$ cat config.mk
export PLATFORM = sky130hd
export DESIGN_NAME = voronoi_cell_boundary_labeler
export DESIGN_NICKNAME = d
export VERILOG_FILES = /design/src/hw/rtl/vcbl_pkg.sv /design/src/hw/rtl/vcbl_seed_mem.sv /design/src/hw/rtl/vcbl_lane.sv /design/src/hw/rtl/voronoi_cell_boundary_labeler.sv
export SDC_FILE = /design/constraint.sdc
export NUM_CORES = 2
export LEC_CHECK = 0
export BUFFER_PORTS_ARGS = -buffer_cell sky130_fd_sc_hd__buf_4
export CAP_MARGIN = 15
export CORE_ASPECT_RATIO = 1.4
export CORE_MARGIN = 1
export CORE_UTILIZATION = 65
export CTS_BUF_LIST = sky130_fd_sc_hd__clkbuf_8
export CTS_CLUSTER_DIAMETER = 200
export CTS_CLUSTER_SIZE = 40
export DETAILED_ROUTE_END_ITERATION = 16
export PLACE_DENSITY = 0.81
export SLEW_MARGIN = 20
export SYNTH_ARGS = -nofsm -noshare
export SYNTH_HDL_FRONTEND = slang
export SYNTH_HIERARCHICAL = 1
export SYNTH_SLANG_ARGS = --single-unit
$ cat constraint.sdc
create_clock -name clk -period 8.3 [get_ports clk]
set_input_delay 1.245 -clock clk [delete_from_list [all_inputs] [get_ports clk]]
set_output_delay 1.245 -clock clk [all_outputs]
set_load 0.005 [all_outputs]
$ cat src/hw/rtl/vcbl_pkg.sv
package vcbl_pkg;

  localparam logic CMD_LOAD  = 1'b0;
  localparam logic CMD_QUERY = 1'b1;

  localparam int CFG_IDX_W = 3;
  localparam logic [CFG_IDX_W-1:0] REG_SEED_COUNT   = 3'd0;
  localparam logic [CFG_IDX_W-1:0] REG_MARGIN       = 3'd1;
  localparam logic [CFG_IDX_W-1:0] REG_CELL_PITCH   = 3'd2;
  localparam logic [CFG_IDX_W-1:0] REG_FIELD_WIDTH  = 3'd3;
  localparam logic [CFG_IDX_W-1:0] REG_FIELD_HEIGHT = 3'd4;

  localparam logic [5:0] LABEL_NONE = 6'h3F;

  typedef struct packed {
    logic [11:0] y;
    logic [11:0] x;
  } seed_t;

  typedef struct packed {
    logic [10:0] margin;
    logic [4:0]  pitch;
    logic [11:0] width;
    logic [11:0] height;
  } geom_t;

  // wide enough for the largest table the block supports
  typedef struct packed {
    logic       found;
    logic [7:0] idx;
  } owner_t;

endpackage

$ cat src/hw/rtl/vcbl_seed_mem.sv
module vcbl_seed_mem #(
  parameter int DEPTH = 32,
  parameter int AW    = 5
) (
  input  logic             clk,
  input  logic             wr_en,
  input  logic [AW-1:0]    wr_addr,
  input  vcbl_pkg::seed_t  wr_data,
  input  logic             rd_en,
  input  logic [AW-1:0]    rd_addr,
  output vcbl_pkg::seed_t  rd_data_r
);
  import vcbl_pkg::*;

  seed_t mem [DEPTH];

  always_ff @(posedge clk) begin
    if (wr_en) begin
      mem[wr_addr] <= wr_data;
    end
  end

  always_ff @(posedge clk) begin
    if (rd_en) begin
      rd_data_r <= mem[rd_addr];
    end
  end

endmodule

$ cat src/hw/rtl/vcbl_lane.sv
module vcbl_lane #(
  parameter int AW = 5
) (
  input  logic             clk,
  input  logic             rst_n,
  input  logic             start,
  input  logic [10:0]      col,
  input  logic [10:0]      row,
  input  logic             ingrid,
  input  vcbl_pkg::geom_t  geom,
  input  logic             seed_vld,
  input  logic [AW-1:0]    seed_idx,
  input  vcbl_pkg::seed_t  seed,
  output vcbl_pkg::owner_t owner
);
  import vcbl_pkg::*;

  logic [15:0] px_w, py_w;
  logic        in_x, in_y;
  logic        ok_r;
  logic [11:0] px_r, py_r;

  logic signed [12:0] dx, dy;
  logic signed [25:0] sqx, sqy;
  logic [23:0]   sqx_r, sqy_r;
  logic          a_vld_r;
  logic [AW-1:0] a_idx_r;

  logic [24:0]   sq_dist;
  logic [24:0]   best_r;
  logic          found_r;
  logic [AW-1:0] best_idx_r;

  assign px_w = 16'(col) * 16'(geom.pitch);
  assign py_w = 16'(row) * 16'(geom.pitch);
  assign in_x = (px_w > 16'(geom.margin)) &&
                ((17'(px_w) + 17'(geom.margin)) < 17'(geom.width));
  assign in_y = (py_w > 16'(geom.margin)) &&
                ((17'(py_w) + 17'(geom.margin)) < 17'(geom.height));

  // inside the padded field the position fits in 12 bits; outside it the
  // distances are don't-care since ok_r masks the result
  always_ff @(posedge clk) begin
    if (!rst_n) begin
      ok_r <= 1'b0;
    end else if (start) begin
      ok_r <= ingrid && in_x && in_y;
    end
  end

  always_ff @(posedge clk) begin
    if (start) begin
      px_r <= px_w[11:0];
      py_r <= py_w[11:0];
    end
  end

  assign dx  = $signed({1'b0, px_r}) - $signed({1'b0, seed.x});
  assign dy  = $signed({1'b0, py_r}) - $signed({1'b0, seed.y});
  assign sqx = dx * dx;
  assign sqy = dy * dy;

  always_ff @(posedge clk) begin
    if (!rst_n) begin
      a_vld_r <= 1'b0;
    end else begin
      a_vld_r <= seed_vld;
    end
  end

  always_ff @(posedge clk) begin
    sqx_r   <= sqx[23:0];
    sqy_r   <= sqy[23:0];
    a_idx_r <= seed_idx;
  end

  assign sq_dist = 25'(sqx_r) + 25'(sqy_r);

  // seeds arrive in index order, strict compare keeps the lowest on a tie
  always_ff @(posedge clk) begin
    if (!rst_n) begin
      found_r <= 1'b0;
    end else if (start) begin
      found_r <= 1'b0;
    end else if (a_vld_r && (!found_r || sq_dist < best_r)) begin
      found_r <= 1'b1;
    end
  end

  always_ff @(posedge clk) begin
    if (a_vld_r && (!found_r || sq_dist < best_r)) begin
      best_r     <= sq_dist;
      best_idx_r <= a_idx_r;
    end
  end

  assign owner.found = found_r && ok_r;
  assign owner.idx   = 8'(best_idx_r);

endmodule

$ cat src/hw/rtl/voronoi_cell_boundary_labeler.sv
// Nearest-seed region labeler. Seeds are written into a table of MAX_SEEDS
// entries by load items (no result). A query item names a grid cell and
// returns its owner (nearest seed, lowest index on a tie, -1 outside the
// padded field or grid) and a boundary label (the owner when one of the
// four neighboring cells has a different owner, else -1). The cell and its
// four neighbors are evaluated side by side in five lanes while the seed
// table is streamed out of a single-port-read memory, one seed per cycle;
// a query's result is loaded into the result register after the setup,
// scan and drain states, and the next item can transfer once it is
// loaded. Only one query is in flight; the result register lets the next
// item transfer in while a result waits.
// Table entries must be written before a query that uses them.
module voronoi_cell_boundary_labeler #(
  parameter int MAX_SEEDS = 32,
  parameter int GRID_COLS = 1024,
  parameter int GRID_ROWS = 1024
) (
  input  logic                             clk,
  input  logic                             rst_n,

  input  logic                             in_valid,
  output logic                             in_stall,
  input  logic                             in_command,
  input  logic [4:0]                       in_seed_slot,
  input  logic [11:0]                      in_seed_x,
  input  logic [11:0]                      in_seed_y,
  input  logic [9:0]                       in_cell_col,
  input  logic [9:0]                       in_cell_row,

  output logic                             out_valid,
  input  logic                             out_stall,
  output logic signed [5:0]                out_owner_label,
  output logic signed [5:0]                out_edge_label,

  input  logic                             cfg_valid,
  output logic                             cfg_ready,
  input  logic [vcbl_pkg::CFG_IDX_W-1:0]   cfg_index,
  input  logic [11:0]                      cfg_data
);
  import vcbl_pkg::*;

  localparam int AW = (MAX_SEEDS > 1) ? $clog2(MAX_SEEDS) : 1;
  localparam int CW = $clog2(MAX_SEEDS + 1);
  localparam int NL = 5;
  localparam logic [12:0] GC = 13'(GRID_COLS);
  localparam logic [12:0] GR = 13'(GRID_ROWS);

  typedef enum logic [4:0] {
    ST_IDLE  = 5'b00001,
    ST_SETUP = 5'b00010,
    ST_SCAN  = 5'b00100,
    ST_DRAIN = 5'b01000,
    ST_DONE  = 5'b10000
  } state_t;

  state_t state_r, state_nxt;

  logic [5:0]  seed_count_r;
  geom_t       geom_r;

  logic [9:0]    col_r, row_r;
  logic [CW-1:0] n_r;
  logic [AW-1:0] rd_cnt_r;
  logic          rd_vld_r;
  logic [AW-1:0] rd_idx_r;
  logic          drain_r;

  logic          in_xfer, load_xfer, query_xfer;
  logic [8:0]    slot_ext, sc_ext, n_ext;
  logic          rd_en, scan_last, out_load;
  seed_t         wr_seed, rd_seed;

  logic [10:0]   lane_col [NL];
  logic [10:0]   lane_row [NL];
  logic          lane_ok  [NL];
  owner_t        lane_own [NL];

  logic          c_zero, r_zero, differs;
  logic [10:0]   c_p1, c_m1, r_p1, r_m1;
  logic [5:0]    own_lbl;

  logic        out_valid_r;
  logic [5:0]  out_owner_r, out_edge_r;

  function automatic logic in_range(input logic [10:0] v, input logic [12:0] lim);
    in_range = (13'(v) < lim);
  endfunction

  // configuration
  assign cfg_ready = 1'b1;

  always_ff @(posedge clk) begin
    if (!rst_n) begin
      seed_count_r  <= 6'd20;
      geom_r.margin <= 11'd100;
      geom_r.pitch  <= 5'd2;
      geom_r.width  <= 12'd1024;
      geom_r.height <= 12'd768;
    end else if (cfg_valid && cfg_ready) begin
      unique case (cfg_index)
        REG_SEED_COUNT:   seed_count_r  <= cfg_data[5:0];
        REG_MARGIN:       geom_r.margin <= cfg_data[10:0];
        REG_CELL_PITCH:   geom_r.pitch  <= cfg_data[4:0];
        REG_FIELD_WIDTH:  geom_r.width  <= cfg_data;
        REG_FIELD_HEIGHT: geom_r.height <= cfg_data;
        default: ;
      endcase
    end
  end

  // input side
  assign in_stall   = (state_r != ST_IDLE);
  assign in_xfer    = in_valid && !in_stall;
  assign load_xfer  = in_xfer && (in_command == CMD_LOAD);
  assign query_xfer = in_xfer && (in_command == CMD_QUERY);

  assign slot_ext  = 9'(in_seed_slot);
  assign wr_seed.x = in_seed_x;
  assign wr_seed.y = in_seed_y;

  assign sc_ext = 9'(seed_count_r);
  assign n_ext  = (sc_ext > 9'(MAX_SEEDS)) ? 9'(MAX_SEEDS) : sc_ext;

  always_ff @(posedge clk) begin
    if (query_xfer) begin
      col_r <= in_cell_col;
      row_r <= in_cell_row;
      n_r   <= CW'(n_ext);
    end
  end

  // table
  assign rd_en     = (state_r == ST_SCAN);
  assign scan_last = (CW'(rd_cnt_r) == (n_r - CW'(1)));

  vcbl_seed_mem #(
    .DEPTH (MAX_SEEDS),
    .AW    (AW)
  ) u_mem (
    .clk       (clk),
    .wr_en     (load_xfer && (slot_ext < 9'(MAX_SEEDS))),
    .wr_addr   (slot_ext[AW-1:0]),
    .wr_data   (wr_seed),
    .rd_en     (rd_en),
    .rd_addr   (rd_cnt_r),
    .rd_data_r (rd_seed)
  );

  always_ff @(posedge clk) begin
    if (!rst_n) begin
      rd_vld_r <= 1'b0;
    end else begin
      rd_vld_r <= rd_en;
    end
  end

  always_ff @(posedge clk) begin
    rd_idx_r <= rd_cnt_r;
    if (state_r == ST_SETUP) begin
      rd_cnt_r <= '0;
      drain_r  <= 1'b0;
    end else begin
      if (rd_en) begin
        rd_cnt_r <= rd_cnt_r + AW'(1);
      end
      if (state_r == ST_DRAIN) begin
        drain_r <= 1'b1;
      end
    end
  end

  // lanes: center, north, east, south, west
  assign c_zero = (col_r == 10'd0);
  assign r_zero = (row_r == 10'd0);
  assign c_p1   = 11'(col_r) + 11'd1;
  assign c_m1   = 11'(col_r) - 11'd1;
  assign r_p1   = 11'(row_r) + 11'd1;
  assign r_m1   = 11'(row_r) - 11'd1;

  always_comb begin
    lane_col[0] = 11'(col_r); lane_row[0] = 11'(row_r);
    lane_col[1] = 11'(col_r); lane_row[1] = r_m1;
    lane_col[2] = c_p1;       lane_row[2] = 11'(row_r);
    lane_col[3] = 11'(col_r); lane_row[3] = r_p1;
    lane_col[4] = c_m1;       lane_row[4] = 11'(row_r);
    for (int k = 0; k < NL; k++) begin
      lane_ok[k] = in_range(lane_col[k], GC) && in_range(lane_row[k], GR);
    end
    if (r_zero) lane_ok[1] = 1'b0;
    if (c_zero) lane_ok[4] = 1'b0;
  end

  for (genvar k = 0; k < NL; k++) begin : g_lane
    vcbl_lane #(.AW(AW)) u_lane (
      .clk      (clk),
      .rst_n    (rst_n),
      .start    (state_r == ST_SETUP),
      .col      (lane_col[k]),
      .row      (lane_row[k]),
      .ingrid   (lane_ok[k]),
      .geom     (geom_r),
      .seed_vld (rd_vld_r),
      .seed_idx (rd_idx_r),
      .seed     (rd_seed),
      .owner    (lane_own[k])
    );
  end

  // control
  assign out_load = (state_r == ST_DONE) && (!out_valid_r || !out_stall);

  always_comb begin
    state_nxt = state_r;
    unique case (state_r)
      ST_IDLE:  if (query_xfer) state_nxt = ST_SETUP;
      ST_SETUP: state_nxt = (n_r == '0) ? ST_DRAIN : ST_SCAN;
      ST_SCAN:  if (scan_last) state_nxt = ST_DRAIN;
      ST_DRAIN: if (drain_r) state_nxt = ST_DONE;
      ST_DONE:  if (out_load) state_nxt = ST_IDLE;
      default:  state_nxt = ST_IDLE;
    endcase
  end

  always_ff @(posedge clk) begin
    if (!rst_n) begin
      state_r <= ST_IDLE;
    end else begin
      state_r <= state_nxt;
    end
  end

  // boundary check on the five owners
  always_comb begin
    differs = 1'b0;
    for (int k = 1; k < NL; k++) begin
      if (lane_own[k].found != lane_own[0].found ||
          (lane_own[k].found && lane_own[k].idx != lane_own[0].idx)) begin
        differs = 1'b1;
      end
    end
  end

  assign own_lbl = lane_own[0].found ? 6'(lane_own[0].idx) : LABEL_NONE;

  // result register
  always_ff @(posedge clk) begin
    if (!rst_n) begin
      out_valid_r <= 1'b0;
    end else if (out_load) begin
      out_valid_r <= 1'b1;
    end else if (!out_stall) begin
      out_valid_r <= 1'b0;
    end
  end

  always_ff @(posedge clk) begin
    if (out_load) begin
      out_owner_r <= own_lbl;
      out_edge_r  <= (lane_own[0].found && differs) ? own_lbl : LABEL_NONE;
    end
  end

  assign out_valid       = out_valid_r;
  assign out_owner_label = $signed(out_owner_r);
  assign out_edge_label  = $signed(out_edge_r);

endmodule
== Word-level counts from Yosys, hierarchy flattened ==
Memories as Yosys holds them, arrays and structs flattened. A register that Yosys moved wholly into a read port is not among the register bits.
Cells that the tools add are included.

* Memories: 1
* RAM bits: 768
* Register bits: 484
* Word-level logic and storage cells: 216
* Input bits: 70
* Output and inout bits: 15

* Bitwise operators: 2
* Add/subtract/negate cells: 23
* Order comparisons: 23
* Multipliers: 12
* Muxes and demuxes: 17
* Reduce and logical (&&, ||, !) cells: 64
* Equal/unequal tests: 24

{| class="wikitable"
|+ Memory list
! name !! depth !! width !! read ports !! clocked after memory_dff !! wr ports !! line !! RTL
|-
| u_mem.mem || 32 || 24 || 1 || 1 || 1 || vcbl_seed_mem.sv:15 || <nowiki>seed_t mem [DEPTH];</nowiki>
|}

{| class="wikitable"
|+ Operators by type and width
! kind !! number
|-
| multiplier 13 x 13 -> 24 bit || 6
|-
| adder 24 x 24 -> 25 bit || 5
|-
| < comparator 25 bit || 5
|-
| adder 16 x 11 -> 17 bit || 6
|-
| < comparator 17 x 12 -> 1 bit || 6
|-
| > comparator 16 x 11 -> 1 bit || 6
|-
| subtractor 12 x 12 -> 13 bit || 6
|-
| multiplier 11 x 5 -> 16 bit || 4
|-
| < comparator 11 bit (second input constant) || 4
|-
| logical AND 1 bit || 35
|-
| multiplier 10 x 5 -> 15 bit || 2
|-
| one-hot mux 5 bit (5 select lines) || 1
|-
| adder 10 x 1 -> 11 bit (second input constant) || 2
|-
| subtractor 10 x 1 -> 11 bit (second input constant) || 2
|-
| logical NOT 10 bit || 2
|-
| 2-to-1 mux 5 bit || 4
|-
| inequality test 5 bit || 4
|-
| logical OR 1 bit || 10
|-
| 2-to-1 mux 1 bit || 10
|-
| AND reduction 2 bit || 5
|-
| logical NOT 1 bit || 8
|-
| == test 3 x 2 -> 1 bit (second input constant) || 2
|-
| == test 5 x 6 -> 1 bit || 1
|-
| > comparator 6 bit (second input constant) || 1
|-
| other kinds (21) || 28
|}

== Depth between registers and ports, before layout ==
* Depth after elaboration: 8
* Mapped depth: 34
* Depth with buffers taken out: 33

== Hierarchy ==
Netlist, hierarchy kept.

{| class="wikitable"
|+ Modules (own cells, without submodules)
! module !! times used !! sequential area each (um2) !! area each (um2) !! cells each
|-
| vcbl_lane (g_lane[0].u_lane ...) || 2 || 2702.6 || 21317.9 || 2333
|-
| vcbl_seed_mem || 1 || 23782.8 || 30723.2 || 1711
|-
| vcbl_lane (g_lane[2].u_lane) || 1 || 2702.6 || 21445.6 || 2348
|-
| vcbl_lane (g_lane[3].u_lane) || 1 || 2702.6 || 21249.1 || 2303
|-
| vcbl_lane (g_lane[4].u_lane) || 1 || 2702.6 || 21237.9 || 2297
|-
| voronoi_cell_boundary_labeler || 1 || 2422.3 || 4827.1 || 503
|}

== Worst setup path before layout ==
OpenSTA, ideal clock, no wires.

* Kind: flip-flop to flip-flop
* From: register u_mem/rd_data_r[12] (netlist name)
* To: register g_lane[3].u_lane.sqy_r[22]
* Stages on the path, launching flop included: 32
* Required time: 8228 ps
* Path buffers: 0
* Clock period less this slack: 7559 ps
* Setup slack: 741 ps
* Arrival time: 7486 ps
* Setup time: 72 ps
* Cells stage by stage: edfxtp_1 ha_1 inv_1 fa_1 a21o_1 a21oi_1 o211ai_1 a21oi_1 inv_1 a21oi_1 xor2_1 inv_2 nand2_1 fa_1 inv_1 fa_1 fa_1 inv_1 fa_1 inv_1 fa_1 ha_1 ha_1 and3_1 a221o_1 o41ai_4 o2111ai_1 a41oi_2 nand2b_1 a21boi_1 o41ai_2 xnor2_1

* Longest elaborated chain between the ends: 2

{| class="wikitable"
|+ Ends and longest elaborated chain
! what !! line !! RTL
|-
| subtractor 12 x 12 -> 13 bit || vcbl_lane.sv:59 || <nowiki>assign dy = $signed({1'b0, py_r}) - $signed({1'b0, seed.y});</nowiki>
|-
| multiplier 13 x 13 -> 24 bit || vcbl_lane.sv:61 || <nowiki>assign sqy = dy * dy;</nowiki>
|-
| net g_lane[3].u_lane.sqy[22] || vcbl_lane.sv:24 || <nowiki>logic signed [25:0] sqx, sqy;</nowiki>
|-
| to (signal assigned) || vcbl_lane.sv:73 || <nowiki>sqy_r <= sqy[23:0];</nowiki>
|-
| to (decl) || vcbl_lane.sv:25 || <nowiki>logic [23:0] sqx_r, sqy_r;</nowiki>
|}

The timed path passes the listed nets, and every way through them passes these cells.
A chain may end at the register's enable or synchronous reset.

== Final worst setup path ==
* From: register u_mem/rd_data_r[13] (netlist name)
* To: register g_lane[3].u_lane.sqy_r[22]

* Longest elaborated chain between the ends: 2

{| class="wikitable"
|+ Ends and longest elaborated chain
! what !! line
|-
| subtractor 12 x 12 -> 13 bit || vcbl_lane.sv:59
|-
| multiplier 13 x 13 -> 24 bit || vcbl_lane.sv:61
|-
| net g_lane[3].u_lane.sqy[22] || vcbl_lane.sv:24
|}

The timed path passes the listed nets, and every way through them passes these cells.

==> key figures <==
Outcome
  – Run status: finished, final reports clean

CTS
  – Root Buffer: clkbuf_8
  – Clk buf depth: 3
  – Num CTS Buffers: 41
  – CTS clk-pin slew, worst paths: 280 ps
  – CTS tree: yes
  – Clock sink count: 1,434
  – CTS H-tree depth: 2
  – Clk_lat worst skew: 1000 ps

Timing
  – Final min period: 8034 ps
  – Unrepaired setup endpoints after global routing: true
  – PnR worst setup slack: 266.4 ps
  – Max Clk Rate: 124.5 MHz
  – Worst-margin pin slew: 1074 ps
  – Setup Skew: 142.6 ps
  – Max_slew headroom: 0.2839
  – Fin. Hold Viols: 0
  – Final Cycle Share: 0.9679
  – Fin. max-slew vios: 0
  – Setup Viol. Count Final: 0

Floorplanning
  – Initial core utilization: 0.6554
  – Core area: 216,900 µm²
  – Die Y: 555.3 µm
  – Row cnt: 202
  – Die area: 220,500 µm²
  – Die width: 397.2 µm
  – Ports: 85

Place
  – Dpl ws: 134.2 ps
  – Routability Congestion: 0.9854
  – Input/output buffers: 83
  – DP Area: 147,500 µm²
  – Total placed cells including tap cells: 16,810
  – Post-DP HPWL: 279.3 mm

Synthesis
  – Cells after Synth: 13,830
  – Synth cell count leaders: inv_1, ha_1, fa_1, edfxtp_1, nand2_1
  – Top area cells in the synthesized netlist: edfxtp_1, fa_1, ha_1, inv_1, dfxtp_1
  – Synth Flop Type: edfxtp_1
  – Leading area contributor after synthesis: edfxtp_1
  – Yosys top cell area share: 0.2324
  – Top-count cell post-synth: inv_1
  – Syn Area/Cell: 10.28 µm²
  – Mapped Area: 142,100 µm²
  – Post-synth EDFFs: 1,100
  – Post-synth cell types: 118
  – Post-synthesis async set-or-reset flop share: 0
  – YS warnings: 6
  – Flops & latches, synth: 1,434
  – Sequential share of the synthesized area: 0.2795

Flow run
  – MaxCap Viol Count: 0

Finish
  – Nets: 17,310
  – Fraction of layout cells with a size suffix above 1: 0.05408
  – Layout area overhead: 4.790%
  – Fin cells: 16,920
  – Post-route cell area: 148,900 µm²

Critical path
  – Critical-path maximum fanout: 9
  – Crit-path max cell delay: 580 ps
  – Worst setup EP type: flop
  – CP most frequent cell: fa_1
  – CP Class: reg2reg
  – Critical-path top delay cell: fa_1
  – Startpoint types: flop
  – CP Data Arrival Time: 8880 ps
  – WP data required: 9140 ps

Drt
  – Initial DRT Pass Iterations: 6
  – DRC viols: 0
  – Routed WL: 351.2 mm
  – Antenna Nets Post-Route: 0
  – Vias post-DR: 99,430
  – Post-DR wirelength/cell: 20.76 µm
  – Via/cell ratio: 5.876
  – DRT iter0 DRCs: 7,156

GRT
  – Total GRT Usage: 0.3209
  – Largest net degree at the start of global routing: 123
  – Vias in the first global route: 102,900
  – First-pass GRT wire length: 549.4 mm
  – Initial antenna violation count: 20
  – Overflow after GRT: 0

Min path
  – Hold WC Path Type: reg2reg
layer usage:
metal  part of all wire  GRT usage  up-vias
met5            0.00038          0        -
met4              0.071     0.1920       20
met3              0.065    0.03976     1092
met2               0.50     0.5609     3431
met1               0.36     0.3768    49250
li1                   -          -    45630
layout make-up:
class	count	area, µm²
clock buffers	41	564.3
clock inverters	35	183.9
flip-flops and latches	1434	39740
multi-input cells	9597	92150
inverters	2555	9604
well taps	2856	3573
repair buffers	392	3087
diodes	11	27.53
fillers	16450	67930
worst paths after layout:
| path | end | slack [ps] | startpoint | cells past startpoint |
|---|---|---|---|---|
| worst max-delay path | g_lane[3].u_lane/sqy_r[22] | 270 | u_mem/rd_data_r[13] | 30 |
| worst min register to register | g_lane[2].u_lane/a_idx_r[2] | 390 | rd_idx_r[2] | 0 |
| worst max register to register | g_lane[3].u_lane/sqy_r[22] | 270 | u_mem/rd_data_r[13] | 30 |
| worst min-delay path | g_lane[2].u_lane/a_idx_r[2] | 390 | rd_idx_r[2] | 0 |
through the flow:
step,setup TNS (ps),utilization,hold WS [ps]
floorplan,0,-,364.2
global placement,0,0.6802,381.9
detailed placement,0,0.6804,382.7
CTS,0,0.6839,357.6
global route,-217.0,0.6867,401.9
finish,0,0.6868,394.8
sequential cells by signal, indices dropped and copies added (netlist names), 10 cells and up:
name and count:
g_lane.u_lane/best_idx_r 25, g_lane.u_lane/a_idx_r 25, g_lane.u_lane/px_r 60, g_lane.u_lane/py_r 60
col_r 10, u_mem/rd_data_r 24, g_lane.u_lane/best_r 125, geom_r 40
u_mem/mem 768, row_r 10, g_lane.u_lane/sqx_r 115, g_lane.u_lane/sqy_r 115
layout by cell type (no fill, tap or decap), types with 33 or more instances in the layout:
| cell | instances |
|---|---|
| inv_1 | 2536 |
| ha_1 | 1617 |
| fa_1 | 1597 |
| edfxtp_1 | 1100 |
| nand2_1 | 1072 |
| nor2_1 | 848 |
| xnor2_1 | 500 |
| a21oi_1 | 436 |
| and2_1 | 432 |
| mux2i_1 | 407 |
| buf_4 | 380 |
| dfxtp_1 | 328 |
| nand3_1 | 229 |
| xor2_1 | 221 |
| nor3_1 | 216 |
| o21ai_0 | 179 |
| nor2b_1 | 160 |
| a21o_1 | 131 |
| nand2b_1 | 125 |
| o21a_1 | 97 |
| or3_1 | 83 |
| a22oi_1 | 81 |
| o21ai_1 | 60 |
| and3_1 | 55 |
| a31oi_1 | 54 |
| a21boi_0 | 53 |
| conb_1 | 52 |
| o21bai_1 | 52 |
| o211ai_1 | 49 |
| a211oi_1 | 49 |
| a22o_1 | 49 |
| or2_2 | 41 |
| clkbuf_8 | 41 |
| nor2_2 | 41 |
| o31ai_1 | 40 |
| inv_2 | 34 |
| nand4_1 | 33 |
logic make-up (layout without fill, tap and decap cells):
logic type / count (synthesis) / after routing / synth area share
simple gates: 3493 / 3493 / 0.1171
buf+inv: 2842 / 3023 / 0.07742
compound gates: 1682 / 1682 / 0.08286
other cells: 7 / 63 / 0.0001849
flops: 1434 / 1434 / 0.2795
fa+ha+maj: 3223 / 3223 / 0.3683
mux: 410 / 410 / 0.02890
xor+xnor: 737 / 737 / 0.04582
repair_timing:
| item | in CTS | in global routing |
|---|---|---|
| hold buffers | 0 | 0 |
| pin swaps | 0 | 27 |
| gates resized for setup | 1 | 84 |
| endpoints found under the setup margin | 1 | 40 |
| buffers inserted | 0 | 24 |
critical path, delay by kind of cell (launching register included):
kind,cells,cell delay [ps]
buffers and inverters,6,680
AND/OR/NAND/NOR,4,630
AO/OA/AOI/OAI,10,2370
adder cells (fa/ha/maj),8,3390
flip-flops,1,430
XOR/XNOR,2,370
Power is not shown: default switching activity piles up to over one toggle a cycle in this logic, so the estimate is an artifact.
